===== config.mk =====
export PLATFORM = sky130hd
export DESIGN_NAME = binary_to_decimal_ascii
export DESIGN_NICKNAME = d
export VERILOG_FILES = /design/src/sv/b2da_pkg.sv /design/src/sv/binary_to_decimal_ascii.sv /design/src/sv/b2da_front.sv /design/src/sv/b2da_queue.sv /design/src/sv/b2da_back.sv
export SDC_FILE = /design/constraint.sdc
export NUM_CORES = 1
export LEC_CHECK = 0
export BUFFER_PORTS_ARGS = -buffer_cell sky130_fd_sc_hd__buf_4
export CORE_MARGIN = 1.5
export CORE_UTILIZATION = 30
export DETAILED_ROUTE_END_ITERATION = 6
export SYNTH_ARGS = -nofsm -noshare
export SYNTH_HDL_FRONTEND = slang
export SYNTH_SLANG_ARGS = --single-unit

===== constraint.sdc =====
create_clock -name clk_i -period 6.1 [get_ports clk_i]
set_input_delay 0.305 -clock clk_i [delete_from_list [all_inputs] [get_ports clk_i]]
set_output_delay 0.305 -clock clk_i [all_outputs]
set_load 0.03 [all_outputs]

===== src/sv/b2da_pkg.sv =====
// ----------------------------------------------------------------------------
// b2da_pkg
// Shared types and constants for the binary to decimal ASCII converter.
// ----------------------------------------------------------------------------
package b2da_pkg;

  localparam int unsigned DefaultValueBits = 32;
  localparam int unsigned InBits           = 32;  // width of the value field
  localparam int unsigned NumDigits        = 10;  // digits of a 32-bit number
  localparam int unsigned BcdBits          = 4 * NumDigits;
  localparam int unsigned DigIdxBits       = 4;
  localparam int unsigned CharBits         = 6;
  localparam logic [CharBits-1:0] AsciiZero = 6'd48;
  localparam int unsigned QueueDepth       = 2;

  // One converted number: packed BCD and index of its leading digit.
  typedef struct packed {
    logic [BcdBits-1:0]    bcd;
    logic [DigIdxBits-1:0] top_idx;
  } bcd_entry_t;

  // Queue handshake between front and back.
  typedef struct packed {
    logic full;
    logic empty;
  } queue_status_t;

endpackage


===== src/sv/binary_to_decimal_ascii.sv =====
// ----------------------------------------------------------------------------
// binary_to_decimal_ascii
// Converts an unsigned binary value to decimal ASCII digits, MSD first,
// with leading zeros suppressed and a flag on the last digit.
// ----------------------------------------------------------------------------
//
//   channel   handshake                  payload
//   -------   ------------------------   ---------------------------------
//   input     start & !busy              value_i[31:0]
//   result    digit_valid_o (1 cycle)    digit_char_o[5:0], last_digit_o
//
// Rates: the front runs one shift-add-3 step per cycle, one per bit of OP_BITS
//   (VALUE_BITS capped at 32), with an accept step before and a hand-off after.
//   The back emits one digit per cycle.
// Reset: rst_ni clears the front sequencer, queue pointers and back state.
// Stalls: the receiver cannot stall; busy is high while the front converts
//   or waits for room in the two-entry queue.
//
// Structure:
//   front  - accepts value, runs the double-dabble shifter, finds the
//            leading digit, pushes BCD + leading index into the queue
//   queue  - two entries, lets the next conversion overlap digit output
//   back   - walks the digits down from the leading index, one per cycle,
//            through a registered output stage
// ----------------------------------------------------------------------------
module binary_to_decimal_ascii #(
  parameter int unsigned VALUE_BITS = b2da_pkg::DefaultValueBits
) (
  input  logic                          clk_i,
  input  logic                          rst_ni,
  input  logic                          start,
  output logic                          busy,
  input  logic [b2da_pkg::InBits-1:0]   value_i,
  output logic                          digit_valid_o,
  output logic [b2da_pkg::CharBits-1:0] digit_char_o,
  output logic                          last_digit_o
);
  import b2da_pkg::*;

  // Bits of value above the 32-bit field never exist.
  localparam int unsigned OpBits = (VALUE_BITS < InBits) ? VALUE_BITS : InBits;

  logic          push;
  logic          pop;
  bcd_entry_t    wr_entry;
  bcd_entry_t    rd_entry;
  queue_status_t q_status;

  b2da_front #(
    .OP_BITS (OpBits)
  ) u_front (
    .clk_i    (clk_i),
    .rst_ni   (rst_ni),
    .start    (start),
    .busy     (busy),
    .value_i  (value_i),
    .q_full_i (q_status.full),
    .push_o   (push),
    .entry_o  (wr_entry)
  );

  b2da_queue u_queue (
    .clk_i    (clk_i),
    .rst_ni   (rst_ni),
    .push_i   (push),
    .wdata_i  (wr_entry),
    .pop_i    (pop),
    .rdata_o  (rd_entry),
    .status_o (q_status)
  );

  b2da_back u_back (
    .clk_i         (clk_i),
    .rst_ni        (rst_ni),
    .q_empty_i     (q_status.empty),
    .entry_i       (rd_entry),
    .pop_o         (pop),
    .digit_valid_o (digit_valid_o),
    .digit_char_o  (digit_char_o),
    .last_digit_o  (last_digit_o)
  );

endmodule


===== src/sv/b2da_front.sv =====
// ----------------------------------------------------------------------------
// b2da_front
// Accepts a value and converts it to BCD by shift-add-3, one bit per cycle.
// ----------------------------------------------------------------------------
module b2da_front #(
  parameter int unsigned OP_BITS = b2da_pkg::DefaultValueBits
) (
  input  logic                      clk_i,
  input  logic                      rst_ni,
  input  logic                      start,
  output logic                      busy,
  input  logic [b2da_pkg::InBits-1:0] value_i,
  input  logic                      q_full_i,
  output logic                      push_o,
  output b2da_pkg::bcd_entry_t      entry_o
);
  import b2da_pkg::*;

  localparam int unsigned CntW = $clog2(OP_BITS);

  localparam logic [1:0] ST_IDLE = 2'd0;
  localparam logic [1:0] ST_RUN  = 2'd1;
  localparam logic [1:0] ST_PUSH = 2'd2;

  logic [1:0]         state_q, state_d;
  logic [CntW-1:0]    cnt_q, cnt_d;
  logic [OP_BITS-1:0] bin_q, bin_d;
  logic [BcdBits-1:0] bcd_q, bcd_d;
  logic [BcdBits-1:0] bcd_adj;
  logic [DigIdxBits-1:0] top_idx;

  // Add 3 to every digit of 5 or more ahead of the shift.
  always_comb begin
    for (int i = 0; i < NumDigits; i++) begin
      if (bcd_q[4*i +: 4] >= 4'd5) begin
        bcd_adj[4*i +: 4] = bcd_q[4*i +: 4] + 4'd3;
      end else begin
        bcd_adj[4*i +: 4] = bcd_q[4*i +: 4];
      end
    end
  end

  // Highest nonzero digit; zero leaves index 0 so one '0' goes out.
  always_comb begin
    top_idx = '0;
    for (int i = 0; i < NumDigits; i++) begin
      if (bcd_q[4*i +: 4] != 4'd0) begin
        top_idx = DigIdxBits'(i);
      end
    end
  end

  always_comb begin
    state_d = state_q;
    cnt_d   = cnt_q;
    bin_d   = bin_q;
    bcd_d   = bcd_q;
    push_o  = 1'b0;
    unique case (state_q)
      ST_IDLE: begin
        if (start) begin
          bin_d   = value_i[OP_BITS-1:0];
          bcd_d   = '0;
          cnt_d   = '0;
          state_d = ST_RUN;
        end
      end
      ST_RUN: begin
        bcd_d = {bcd_adj[BcdBits-2:0], bin_q[OP_BITS-1]};
        bin_d = {bin_q[OP_BITS-2:0], 1'b0};
        cnt_d = cnt_q + 1'b1;
        if (cnt_q == CntW'(OP_BITS - 1)) begin
          state_d = ST_PUSH;
        end
      end
      ST_PUSH: begin
        if (!q_full_i) begin
          push_o  = 1'b1;
          state_d = ST_IDLE;
        end
      end
      default: begin
        state_d = ST_IDLE;
      end
    endcase
  end

  assign entry_o.bcd     = bcd_q;
  assign entry_o.top_idx = top_idx;
  assign busy            = (state_q != ST_IDLE);

  always_ff @(posedge clk_i or negedge rst_ni) begin
    if (!rst_ni) begin
      state_q <= ST_IDLE;
      cnt_q   <= '0;
    end else begin
      state_q <= state_d;
      cnt_q   <= cnt_d;
    end
  end

  always_ff @(posedge clk_i) begin
    bin_q <= bin_d;
    bcd_q <= bcd_d;
  end

endmodule


===== src/sv/b2da_queue.sv =====
// ----------------------------------------------------------------------------
// b2da_queue
// Two-entry queue of converted numbers between front and back.
// ----------------------------------------------------------------------------
module b2da_queue (
  input  logic                    clk_i,
  input  logic                    rst_ni,
  input  logic                    push_i,
  input  b2da_pkg::bcd_entry_t    wdata_i,
  input  logic                    pop_i,
  output b2da_pkg::bcd_entry_t    rdata_o,
  output b2da_pkg::queue_status_t status_o
);
  import b2da_pkg::*;

  bcd_entry_t mem_q [QueueDepth];
  logic       wptr_q, rptr_q;
  logic [1:0] cnt_q;

  assign status_o.full  = (cnt_q == 2'(QueueDepth));
  assign status_o.empty = (cnt_q == 2'd0);
  assign rdata_o        = mem_q[rptr_q];

  always_ff @(posedge clk_i) begin
    if (push_i) begin
      mem_q[wptr_q] <= wdata_i;
    end
  end

  always_ff @(posedge clk_i or negedge rst_ni) begin
    if (!rst_ni) begin
      wptr_q <= 1'b0;
      rptr_q <= 1'b0;
      cnt_q  <= 2'd0;
    end else begin
      if (push_i) wptr_q <= ~wptr_q;
      if (pop_i)  rptr_q <= ~rptr_q;
      case ({push_i, pop_i})
        2'b10:   cnt_q <= cnt_q + 2'd1;
        2'b01:   cnt_q <= cnt_q - 2'd1;
        default: cnt_q <= cnt_q;
      endcase
    end
  end

endmodule


===== src/sv/b2da_back.sv =====
// ----------------------------------------------------------------------------
// b2da_back
// Emits the digits of one queued number, most significant first.
// ----------------------------------------------------------------------------
module b2da_back (
  input  logic                                 clk_i,
  input  logic                                 rst_ni,
  input  logic                                 q_empty_i,
  input  b2da_pkg::bcd_entry_t                 entry_i,
  output logic                                 pop_o,
  output logic                                 digit_valid_o,
  output logic [b2da_pkg::CharBits-1:0]        digit_char_o,
  output logic                                 last_digit_o
);
  import b2da_pkg::*;

  logic                  active_q;
  logic [BcdBits-1:0]    bcd_q;
  logic [DigIdxBits-1:0] idx_q;
  logic                  valid_q;
  logic [CharBits-1:0]   char_q;
  logic                  last_q;
  logic [3:0]            cur_digit;

  assign pop_o     = !active_q && !q_empty_i;
  assign cur_digit = bcd_q[4*idx_q +: 4];

  always_ff @(posedge clk_i or negedge rst_ni) begin
    if (!rst_ni) begin
      active_q <= 1'b0;
      valid_q  <= 1'b0;
    end else begin
      valid_q <= active_q;
      if (pop_o) begin
        active_q <= 1'b1;
      end else if (active_q && idx_q == '0) begin
        active_q <= 1'b0;
      end
    end
  end

  always_ff @(posedge clk_i) begin
    if (pop_o) begin
      bcd_q <= entry_i.bcd;
      idx_q <= entry_i.top_idx;
    end else if (active_q) begin
      idx_q <= idx_q - 1'b1;
    end
    char_q <= AsciiZero + CharBits'(cur_digit);
    last_q <= (idx_q == '0);
  end

  assign digit_valid_o = valid_q;
  assign digit_char_o  = char_q;
  assign last_digit_o  = last_q;

endmodule


==> impl_metrics.xml, run 1 <==
<?xml version="1.0" encoding="UTF-8"?>
<metrics>
  <group name="timing">
    <metric name="fin_worst_hold_slack" unit="ps">55.6</metric>
    <metric name="slew_headroom" unit="%">25.2</metric>
    <metric name="period_share" unit="%">33.7</metric>
    <metric name="fin_skew" unit="ps">19.7</metric>
    <metric name="timing_worst_slew_pin_value" unit="ps">1120</metric>
    <metric name="slew_violations" unit="">0</metric>
    <metric name="setup_total_negative_slack" unit="ps">0</metric>
    <metric name="clock.fmax" unit="MHz">486</metric>
    <metric name="hold_viol" unit="">0</metric>
    <metric name="setup_violations" unit="">0</metric>
    <metric name="rsz0062_at_grt" unit="">no</metric>
    <metric name="final.min_clock_period" unit="ps">2060</metric>
  </group>
  <group name="cells_and_area">
    <metric name="fillers" unit="">2941</metric>
    <metric name="layout.cell_area.non_filler" unit="um2">10900</metric>
    <metric name="drive_gt1_share" unit="%">18.7</metric>
    <metric name="flow.area_growth_from_synthesis" unit="%">16.3</metric>
    <metric name="num_antenna_cells" unit="">0</metric>
    <metric name="fin_nets" unit="">775</metric>
    <metric name="finalCoreUtilization" unit="%">35.6</metric>
  </group>
  <group name="synthesis">
    <metric name="synth_commonest_cells" unit="">204 x edfxtp_1, 122 x nand2_1, 42 x mux2_2</metric>
    <metric name="seq_area_frac_synth" unit="%">69.9</metric>
    <metric name="syn_area_per_cell" unit="um2">14.1</metric>
    <metric name="ys_types" unit="">41</metric>
    <metric name="netlist_top_cells_area" unit="">edfxtp_1 65%, mux2_2 5.0%, nand2_1 4.9%</metric>
    <metric name="postSynthRegisterBits" unit="">222</metric>
    <metric name="synth_top_flop_cell" unit="">edfxtp_1</metric>
    <metric name="synth_area" unit="um2">9380</metric>
    <metric name="synth_enable_flop_cells" unit="">204</metric>
    <metric name="synthesized_instance_count" unit="">666</metric>
    <metric name="synth_async_sr_flop_share" unit="%">5.86</metric>
    <metric name="synthesis.yosys.warnings" unit="">0</metric>
    <metric name="post-synth-top-area-cell" unit="">edfxtp_1</metric>
    <metric name="synthMostInstantiatedCell" unit="">edfxtp_1</metric>
    <metric name="post-synth-top-area-fraction" unit="%">65.3</metric>
  </group>
  <group name="clock_tree">
    <metric name="cts.htree.levels" unit="">1</metric>
    <metric name="postCtsResizedCells" unit="">0</metric>
    <metric name="number_of_buffers_on_the_longest_clock_path" unit="">3</metric>
    <metric name="worst_setup_hold_path_clk_slew" unit="ps">70</metric>
    <metric name="cts.repair_timing.setup_buffer_count" unit="">0</metric>
    <metric name="cts-buffers-inserted" unit="">23</metric>
    <metric name="cts_root_buffer" unit="">clkbuf_16</metric>
    <metric name="tritoncts" unit="">built</metric>
    <metric name="clock_latency" unit="ps">520</metric>
    <metric name="tritoncts_num_sinks" unit="">222</metric>
  </group>
  <group name="placement">
    <metric name="post_dp_cell_area" unit="um2">10100</metric>
    <metric name="detailed_place_hpwl" unit="um">9620</metric>
    <metric name="gp_routability_congestion" unit="">0.724</metric>
    <metric name="numPortBuffers" unit="">41</metric>
  </group>
  <group name="power">
    <metric name="share_clk_of_total_power" unit="%">26.2</metric>
    <metric name="power-per-cell-area" unit="nW/um2">503</metric>
    <metric name="peakVddDrop" unit="mV">0.197</metric>
    <metric name="power_leakage" unit="nW">4.06</metric>
    <metric name="p_sw_share" unit="%">30.9</metric>
    <metric name="share_of_total_power_in_combinational_logic" unit="%">25.3</metric>
    <metric name="power" unit="W">0.00548</metric>
    <metric name="seq_power_share" unit="%">48.5</metric>
    <metric name="power_report.internal_total" unit="W">0.00378</metric>
    <metric name="power.net_switching" unit="W">0.00170</metric>
  </group>
  <group name="floorplanning">
    <metric name="die_w" unit="um">180</metric>
    <metric name="die_y" unit="um">180</metric>
    <metric name="floorplan.io_pins" unit="">44</metric>
    <metric name="core_region_area" unit="um2">30700</metric>
    <metric name="dieArea" unit="um2">32300</metric>
    <metric name="initial_core_util" unit="%">30.6</metric>
    <metric name="row_count" unit="">64</metric>
  </group>
  <group name="global_route">
    <metric name="grt_most_used_layer" unit="">met2</metric>
    <metric name="groute.layer.met3.usage" unit="%">1.90</metric>
    <metric name="grt_use_met1" unit="%">12.4</metric>
    <metric name="global_route.usage.total" unit="%">10.1</metric>
    <metric name="vias_in_the_first_global_route" unit="">5160</metric>
    <metric name="grt_start_max_net_pins" unit="">74</metric>
    <metric name="grtUsageMet2" unit="%">17.7</metric>
    <metric name="grt_overflow" unit="">0</metric>
    <metric name="antenna_found_initial" unit="">0</metric>
    <metric name="global_route_wire_length_before_repair" unit="um">26700</metric>
  </group>
  <group name="routing">
    <metric name="route.detailed.wl_per_inst" unit="um">14.3</metric>
    <metric name="route.final.wire_length" unit="um">16200</metric>
    <metric name="via_count" unit="">5027</metric>
    <metric name="drc" unit="">0</metric>
    <metric name="number_of_optimization_iterations_in_the_first_detailed_route_pass" unit="">4</metric>
    <metric name="dr.first_iter.drc_count" unit="">258</metric>
    <metric name="drtAntennaViolNets" unit="">0</metric>
    <metric name="routed_via_density" unit="">4.45</metric>
  </group>
  <group name="setup_path">
    <metric name="nature_of_the_critical_path_startpoint" unit="">register</metric>
    <metric name="cp.arrival" unit="ps">2430</metric>
    <metric name="crit_chain" unit="">mux4_2 -&gt; a211oi_1 -&gt; a21oi_1</metric>
    <metric name="criticalPathCategory" unit="">reg -&gt; reg</metric>
    <metric name="timing.critical_path.fanout_max" unit="">19</metric>
    <metric name="cp_data_required_time" unit="ps">6470</metric>
    <metric name="timing.critical_path.slowest_stage_cell" unit="">edfxtp_1</metric>
    <metric name="critPathCaptureType" unit="">register</metric>
    <metric name="critPathMaxStageDelay" unit="ps">1000</metric>
  </group>
  <group name="outcome">
    <metric name="run_status" unit="">finished clean</metric>
  </group>
  <group name="worst_hold_path">
    <metric name="hold_path_class" unit="">in -&gt; reg</metric>
  </group>
  <group name="run">
    <metric name="maxCapViolCount" unit="">0</metric>
  </group>
</metrics>
[layout make-up]
cell class                      count  area, um2  area share (%)
Inverter                           25       93.8           0.860
Clock inverter                     12        141            1.30
Clock buffer                       30        633            5.81
Timing Repair Buffer               48        363            3.33
Tap cell                          396        495            4.54
Sequential cell                   222       6550            60.1
Multi-Input combinational cell    396       2630            24.1
[critical path, delay by kind of cell, from the launching register on]
family,cells,cell delay (ps)
AO/OA/AOI/OAI,2,310
flip-flops,1,1000
multiplexers,1,610
[power groups by stage]
stage | clock network, W | registers (W) | logic, W
6_report | 0.00143 | 0.00266 | 0.00139
5_1_grt | 0.00153 | 0.00273 | 0.00160
4_1_cts | 0.00147 | 0.00267 | 0.00142
3_5_place_dp | 0 | 0.00269 | 0.00141
3_3_place_gp | 0 | 0.00268 | 0.00138
2_1_floorplan | 0 | 0.00251 | 0.00119
[registers in the layout, indices dropped and copies added (netlist names), 4 cells and up]
register             count
u_queue.mem_q           88
u_front.cnt_q            5
u_front.bin_q           32
u_back.bcd_q            40
u_back.idx_q             4
u_front.bcd_q           40
u_back.digit_char_o      4
[logic make-up after synthesis]
kind of cell / Yosys count / share of synthesized area (%)
adder cells (fa/ha/maj): 24 / 3.20
other: 1 / 0.0400
XOR/XNOR: 26 / 2.43
flip-flops: 222 / 69.9
multiplexers: 57 / 7.18
buffers and inverters: 49 / 2.38
AO/OA/AOI/OAI: 77 / 5.02
AND/OR/NAND/NOR: 210 / 9.89
[final timing paths]
check	start	end	slack, ps	cells after the start
setup reg to reg	u_back.idx_q[0]	u_back.digit_char_o[0]	4040	3
hold reg to reg	u_back.active_q	u_back.digit_valid_o	410	0
hold / removal	value_i[5]	u_front.bin_q[5]	60	3
setup / recovery	u_back.idx_q[0]	u_back.digit_char_o[0]	4040	3
max in group asynchronous	rst_ni	u_queue.rptr_q	5730	2
min in group asynchronous	rst_ni	u_queue.cnt_q[1]	170	2
[what timing repair did]
item	in CTS	in global routing
setup endpoints to repair	0	0
hold buffers	1	0
endpoints found under the hold margin	13	0
[per-layer routing]
| metal | routed length, um | vias to the layer above |
|---|---|---|
| met5 | 0 | - |
| met4 | 420 | 0 |
| met3 | 494 | 31 |
| met2 | 8090 | 50 |
| met1 | 7170 | 2454 |
| li1 | - | 2492 |
[layout by cell type, fill, tap and decap left out, types with 3 or more instances in the layout]
cell type and count:
a211oi_1 15, a21oi_1 30, a22o_1 3, buf_4 47, bufinv_16 3, clkbuf_1 5
clkbuf_16 24, clkinv_2 4, dfrtp_1 12, dfxtp_1 5, edfxtp_1 204, ha_1 24
inv_1 24, mux2_2 42, mux2i_1 11, mux4_2 4, nand2_1 122, nand2b_1 14
nand3_1 3, nor2_1 29, nor2b_1 15, nor3_1 10, nor3b_1 4, o21ai_0 16
o22ai_1 3, xnor2_1 15, xor2_1 11
[per-stage QoR]
stage	std cells	setup WS, ps
4_1_cts	1129	4000
6_report	1129	4040
5_1_grt	1129	3770
3_3_place_gp	1086	4070
2_1_floorplan	667	3020
3_5_place_dp	1086	4030
Note: power is estimated with default switching activity, not from simulation.
==> inputs of run 2 (changes only) <==
Clock period 6.1 ns to 2 ns, I/O delays scaled along.
==> impl_metrics.xml, run 2 (same netlist as run 1, synthesis figures left out) <==
<?xml version="1.0" encoding="UTF-8"?>
<metrics>
  <group name="floorplanning">
    <metric name="initial_core_util" unit="%">30.6</metric>
    <metric name="floorplan.io_pins" unit="">44</metric>
    <metric name="row_count" unit="">64</metric>
    <metric name="die_w" unit="um">180</metric>
    <metric name="core_region_area" unit="um2">30700</metric>
    <metric name="die_y" unit="um">180</metric>
    <metric name="dieArea" unit="um2">32300</metric>
  </group>
  <group name="routing">
    <metric name="drtAntennaViolNets" unit="">0</metric>
    <metric name="drc" unit="">0</metric>
    <metric name="route.detailed.wl_per_inst" unit="um">14.2</metric>
    <metric name="number_of_optimization_iterations_in_the_first_detailed_route_pass" unit="">4</metric>
    <metric name="routed_via_density" unit="">4.44</metric>
    <metric name="dr.first_iter.drc_count" unit="">290</metric>
    <metric name="via_count" unit="">5224</metric>
    <metric name="route.final.wire_length" unit="um">16700</metric>
  </group>
  <group name="global_route">
    <metric name="vias_in_the_first_global_route" unit="">5317</metric>
    <metric name="global_route.usage.total" unit="%">10.4</metric>
    <metric name="grt_most_used_layer" unit="">met2</metric>
    <metric name="grt_overflow" unit="">0</metric>
    <metric name="groute.layer.met3.usage" unit="%">1.76</metric>
    <metric name="grtUsageMet2" unit="%">18.1</metric>
    <metric name="antenna_found_initial" unit="">0</metric>
    <metric name="global_route_wire_length_before_repair" unit="um">27400</metric>
    <metric name="grt_use_met1" unit="%">13.3</metric>
    <metric name="grt_start_max_net_pins" unit="">74</metric>
  </group>
  <group name="timing">
    <metric name="clock.fmax" unit="MHz">533</metric>
    <metric name="worst_slack_setup_final" unit="ps">123</metric>
    <metric name="setup_violations" unit="">0</metric>
    <metric name="hold_viol" unit="">0</metric>
    <metric name="timing_worst_slew_pin_value" unit="ps">638</metric>
    <metric name="period_share" unit="%">93.8</metric>
    <metric name="slew_headroom" unit="%">57.3</metric>
    <metric name="slew_violations" unit="">0</metric>
    <metric name="fin_skew" unit="ps">8.98</metric>
    <metric name="rsz0062_at_grt" unit="">no</metric>
    <metric name="final.min_clock_period" unit="ps">1880</metric>
  </group>
  <group name="cells_and_area">
    <metric name="fin_nets" unit="">824</metric>
    <metric name="largest_register_ffs" unit="">88</metric>
    <metric name="registers.top_by_ff_count" unit="">u_queue.mem_q</metric>
    <metric name="largest_registers" unit="">u_queue.mem_q (88), u_back.bcd_q (40), u_front.bcd_q (40)</metric>
    <metric name="most_common_library_cell_in_the_layout_ignoring_fill_and_taps" unit="">edfxtp_1</metric>
    <metric name="layout_common_cells" unit="">204 x edfxtp_1, 122 x nand2_1, 57 x buf_4</metric>
    <metric name="flow.area_growth_from_synthesis" unit="%">21.2</metric>
    <metric name="num_antenna_cells" unit="">0</metric>
    <metric name="finalCoreUtilization" unit="%">37.1</metric>
    <metric name="drive_gt1_share" unit="%">19.5</metric>
    <metric name="fillers" unit="">2914</metric>
  </group>
  <group name="clock_tree">
    <metric name="tritoncts" unit="">built</metric>
    <metric name="worst_setup_hold_path_clk_slew" unit="ps">60</metric>
    <metric name="clock_latency" unit="ps">500</metric>
    <metric name="tritoncts_num_sinks" unit="">222</metric>
    <metric name="cts_root_buffer" unit="">clkbuf_16</metric>
    <metric name="number_of_buffers_on_the_longest_clock_path" unit="">3</metric>
    <metric name="cts.htree.levels" unit="">1</metric>
    <metric name="cts-buffers-inserted" unit="">23</metric>
  </group>
  <group name="power">
    <metric name="seq_power_share" unit="%">46.8</metric>
    <metric name="power-per-cell-area" unit="nW/um2">1470</metric>
    <metric name="peakVddDrop" unit="mV">0.576</metric>
    <metric name="power_report.internal_total" unit="W">0.0115</metric>
    <metric name="share_of_total_power_in_combinational_logic" unit="%">28.9</metric>
    <metric name="p_sw_share" unit="%">31.0</metric>
    <metric name="power.net_switching" unit="W">0.00519</metric>
    <metric name="power_leakage" unit="nW">4.27</metric>
    <metric name="share_clk_of_total_power" unit="%">24.3</metric>
  </group>
  <group name="placement">
    <metric name="detailed_place_hpwl" unit="um">10000</metric>
    <metric name="gp_routability_congestion" unit="">0.746</metric>
    <metric name="detailedPlace.worstSlack" unit="ps">119</metric>
    <metric name="numPortBuffers" unit="">41</metric>
  </group>
  <group name="run">
    <metric name="maxCapViolCount" unit="">0</metric>
  </group>
  <group name="setup_path">
    <metric name="critPathMaxStageDelay" unit="ps">450</metric>
    <metric name="cp.arrival" unit="ps">2090</metric>
    <metric name="criticalPathCategory" unit="">reg -&gt; reg</metric>
    <metric name="nature_of_the_critical_path_startpoint" unit="">register</metric>
    <metric name="crit_chain" unit="">inv_1 -&gt; ha_1 -&gt; nor3b_1 -&gt; buf_4 -&gt; nor2b_1 -&gt; a41oi_1</metric>
    <metric name="cp_data_required_time" unit="ps">2220</metric>
    <metric name="critPathCaptureType" unit="">register</metric>
    <metric name="timing.critical_path.fanout_max" unit="">5</metric>
    <metric name="timing.critical_path.slowest_stage_cell" unit="">edfxtp_1</metric>
  </group>
  <group name="worst_hold_path">
    <metric name="hold_path_class" unit="">in -&gt; reg</metric>
  </group>
  <group name="outcome">
    <metric name="run_status" unit="">finished clean</metric>
  </group>
</metrics>
==> run 2: critical path: cells and delay by family (launching register included) <==
family,cells,cell delay (ps)
compound gates,1,70
buf+inv,2,290
fa+ha+maj,1,210
simple gates,2,570
flops,1,450
==> run 2: path summary, 6_finish.rpt <==
check / slack (ps) / from / cells past startpoint / to
max: 120 / u_front.bcd_q[36] / 6 / u_queue.mem_q[1][0]
min: 400 / value_i[10] / 4 / u_front.bin_q[10]
max reg2reg: 120 / u_front.bcd_q[36] / 6 / u_queue.mem_q[1][0]
min reg2reg: 420 / u_back.active_q / 0 / u_back.digit_valid_o
max in group asynchronous: 860 / rst_ni / 3 / u_queue.rptr_q
min in group asynchronous: 690 / rst_ni / 3 / u_back.digit_valid_o
==> run 2: final cells by class <==
class	instances	area (um2)	share of cell area (%)
Sequential cell	222	6550	57.7
Multi-Input combinational cell	396	2640	23.2
Inverter	25	97.6	0.859
Timing Repair Buffer	97	878	7.73
Clock buffer	26	587	5.16
Tap cell	396	495	4.36
Clock inverter	14	120	1.06
==> run 2: repair_timing <==
item / 4_1_cts / 5_1_grt
hold buffers: 35 / 0
gates resized for setup: 0 / 2
endpoints found under the hold margin: 46 / 0
setup endpoints to repair: 0 / 2
setup buffers: 0 / 2
==> run 2: through the flow <==
step	cell area (um2)	hold slack, ps	std cells	total power, W	TNS, ps
6_report	11400	405	1176	0.0167	0
2_1_floorplan	9390	-196	667	0.0113	-50250
4_1_cts	11300	391	1174	0.0169	0
3_5_place_dp	10300	-42.9	1099	0.0127	0
5_1_grt	11400	401	1176	0.0179	0
3_3_place_gp	10300	-42.9	1099	0.0126	0
==> run 2: routing by layer <==
layer  vias up  wire (um)
met2        62       8280
met5         -          0
met3        27        538
met4         0        368
li1       2587          -
met1      2548       7520
==> run 2: power groups by stage <==
stage / logic [W] / registers, W / clock network, W
finish: 0.00484 / 0.00783 / 0.00406
global route: 0.00552 / 0.00801 / 0.00435
CTS: 0.00489 / 0.00784 / 0.00418
detailed placement: 0.00479 / 0.00793 / 0
global placement: 0.00470 / 0.00788 / 0
floorplan: 0.00363 / 0.00766 / 0
==> inputs of run 3 (changes only) <==
Clock period 2 ns to 1.5 ns, I/O delays scaled along.
==> impl_metrics.xml, run 3 (same netlist as run 1, synthesis figures left out) <==
<?xml version="1.0" encoding="UTF-8"?>
<metrics>
  <group name="timing">
    <metric name="hold_viol" unit="">0</metric>
    <metric name="worst_slack_setup_final" unit="ps">-231</metric>
    <metric name="rsz0062_at_grt" unit="">yes</metric>
    <metric name="clock.fmax" unit="MHz">578</metric>
    <metric name="slew_headroom" unit="%">58.4</metric>
    <metric name="final.min_clock_period" unit="ps">1730</metric>
    <metric name="slew_violations" unit="">0</metric>
    <metric name="timing_worst_slew_pin_value" unit="ps">622</metric>
    <metric name="fin_skew" unit="ps">22.7</metric>
    <metric name="setup_violations" unit="">13</metric>
    <metric name="period_share" unit="%">115</metric>
  </group>
  <group name="cells_and_area">
    <metric name="fin_nets" unit="">933</metric>
    <metric name="largest_register_ffs" unit="">88</metric>
    <metric name="largest_registers" unit="">u_queue.mem_q (88), u_back.bcd_q (40), u_front.bcd_q (40)</metric>
    <metric name="finalCoreUtilization" unit="%">42.2</metric>
    <metric name="flow.area_growth_from_synthesis" unit="%">38.1</metric>
    <metric name="fin_cells" unit="">1286</metric>
    <metric name="layout_common_cells" unit="">204 x edfxtp_1, 132 x buf_4, 121 x nand2_1</metric>
    <metric name="registers.top_by_ff_count" unit="">u_queue.mem_q</metric>
    <metric name="num_antenna_cells" unit="">0</metric>
    <metric name="drive_gt1_share" unit="%">39.4</metric>
    <metric name="most_common_library_cell_in_the_layout_ignoring_fill_and_taps" unit="">edfxtp_1</metric>
  </group>
  <group name="clock_tree">
    <metric name="cts-buffers-inserted" unit="">23</metric>
    <metric name="number_of_buffers_on_the_longest_clock_path" unit="">3</metric>
    <metric name="clock_latency" unit="ps">520</metric>
    <metric name="tritoncts_num_sinks" unit="">222</metric>
    <metric name="cts_root_buffer" unit="">clkbuf_16</metric>
    <metric name="worst_setup_hold_path_clk_slew" unit="ps">60</metric>
    <metric name="tritoncts" unit="">built</metric>
    <metric name="cts.htree.levels" unit="">1</metric>
  </group>
  <group name="setup_path">
    <metric name="critPathCaptureType" unit="">register</metric>
    <metric name="critical-path-top-delay-family" unit="">compound AO/OA/AOI/OAI gates</metric>
    <metric name="critPathMaxStageDelay" unit="ps">400</metric>
    <metric name="criticalPathCategory" unit="">reg -&gt; reg</metric>
    <metric name="cp.buffers_inverters" unit="">1</metric>
    <metric name="timing.critical_path.fanout_max" unit="">3</metric>
    <metric name="cp_data_required_time" unit="ps">1740</metric>
    <metric name="cp.arrival" unit="ps">1970</metric>
    <metric name="crit_chain" unit="">inv_2 -&gt; ha_4 -&gt; or3b_4 -&gt; o211a_1 -&gt; o31ai_2 -&gt; a41oi_2</metric>
    <metric name="nature_of_the_critical_path_startpoint" unit="">register</metric>
    <metric name="timing.critical_path.slowest_stage_cell" unit="">edfxtp_1</metric>
  </group>
  <group name="global_route">
    <metric name="antenna_found_initial" unit="">0</metric>
    <metric name="global_route_wire_length_before_repair" unit="um">28300</metric>
    <metric name="vias_in_the_first_global_route" unit="">5641</metric>
    <metric name="global_route.usage.total" unit="%">10.7</metric>
    <metric name="grt_start_max_net_pins" unit="">49</metric>
    <metric name="grt_overflow" unit="">0</metric>
  </group>
  <group name="outcome">
    <metric name="run_status" unit="">finished, violations left</metric>
    <metric name="failed_checks" unit="">negative setup slack</metric>
  </group>
  <group name="routing">
    <metric name="route.final.wire_length" unit="um">18800</metric>
    <metric name="drtAntennaViolNets" unit="">0</metric>
    <metric name="drc" unit="">0</metric>
    <metric name="number_of_optimization_iterations_in_the_first_detailed_route_pass" unit="">4</metric>
    <metric name="route.detailed.wl_per_inst" unit="um">14.6</metric>
    <metric name="dr.first_iter.drc_count" unit="">357</metric>
    <metric name="via_count" unit="">5735</metric>
    <metric name="routed_via_density" unit="">4.46</metric>
  </group>
  <group name="floorplanning">
    <metric name="dieArea" unit="um2">32300</metric>
    <metric name="floorplan.io_pins" unit="">44</metric>
    <metric name="die_w" unit="um">180</metric>
    <metric name="row_count" unit="">64</metric>
    <metric name="initial_core_util" unit="%">30.6</metric>
    <metric name="die_y" unit="um">180</metric>
    <metric name="core_region_area" unit="um2">30700</metric>
  </group>
  <group name="power">
    <metric name="share_clk_of_total_power" unit="%">22.3</metric>
    <metric name="p_sw_share" unit="%">31.1</metric>
    <metric name="peakVddDrop" unit="mV">0.747</metric>
    <metric name="seq_power_share" unit="%">38.7</metric>
    <metric name="power_report.internal_total" unit="W">0.0180</metric>
    <metric name="power_leakage" unit="nW">5.01</metric>
    <metric name="power.net_switching" unit="W">0.00810</metric>
    <metric name="power-per-cell-area" unit="nW/um2">2010</metric>
    <metric name="share_of_total_power_in_combinational_logic" unit="%">39.0</metric>
  </group>
  <group name="placement">
    <metric name="numPortBuffers" unit="">41</metric>
    <metric name="post-place-cells" unit="">1172</metric>
    <metric name="detailed_place_hpwl" unit="um">11100</metric>
    <metric name="gp_routability_congestion" unit="">0.734</metric>
  </group>
  <group name="worst_hold_path">
    <metric name="hold_path_class" unit="">in -&gt; reg</metric>
  </group>
  <group name="run">
    <metric name="maxCapViolCount" unit="">0</metric>
  </group>
</metrics>
## run 3: through the flow
| step | instance area [um2] | setup slack (ps) | power [W] | hold slack (ps) | TNS (ps) |
|---|---|---|---|---|---|
| floorplan | 9460 | -601 | 0.0152 | -221 | -85880 |
| global placement | 10900 | -199 | 0.0182 | -67.0 | -1000 |
| detailed placement | 10900 | -243 | 0.0184 | -64.4 | -1580 |
| CTS | 12300 | -218 | 0.0249 | 60.6 | -1120 |
| global route | 13000 | -349 | 0.0276 | 86.1 | -4490 |
| finish | 13000 | -231 | 0.0261 | 51.6 | -1150 |
## run 3: power groups by stage
stage,Clock [W],Combinational [W],Sequential [W]
2_1_floorplan,0,0.00493,0.0102
3_3_place_gp,0,0.00815,0.0100
3_5_place_dp,0,0.00835,0.0101
4_1_cts,0.00595,0.00898,0.0100
5_1_grt,0.00618,0.0112,0.0103
6_report,0.00582,0.0102,0.0101
## run 3: final timing paths
check	from	endpoint	slack (ps)	depth (start not counted)
worst max register to register	u_front.bcd_q[21]	u_queue.mem_q[0][0]	-230	6
worst max-delay path	u_front.bcd_q[21]	u_queue.mem_q[0][0]	-230	6
min in group asynchronous	rst_ni	u_queue.rptr_q	640	3
worst min register to register	u_back.active_q	u_back.digit_valid_o	440	0
worst min-delay path	start	u_front.state_q[0]	50	4
max in group asynchronous	rst_ni	u_front.state_q[1]	400	3
## run 3: layout make-up
class                      instances  area (um2)
clock buffer                      25         583
multi-input combinational        396        3060
fill                            2747       17700
inverter                          25         101
tap                              396         495
clock inverter                    16         181
sequential                       222        6560
timing repair buffer             206        1970
## run 3: tightest hold or removal path: cells and delay by family
family | cells | cell delay, ps
AOI/OAI and AO/OA | 2 | 180
buffers and inverters | 2 | 240
## run 3: routing by layer
| layer | vias up | track usage (%) | routed length, um |
|---|---|---|---|
| li1 | 2810 | - | - |
| met3 | 24 | 2.05 | 711 |
| met2 | 86 | 18.5 | 9450 |
| met4 | 0 | 3.30 | 292 |
| met5 | - | 0 | 0 |
| met1 | 2815 | 13.5 | 8360 |
## run 3: timing repair
action / CTS / global route
endpoints found under the setup margin: 26 / 134
pin swaps: 14 / 29
hold buffers: 34 / 0
hold endpoints to repair: 45 / 0
setup buffers: 7 / 24
resized for setup: 40 / 76
cloned: 0 / 9
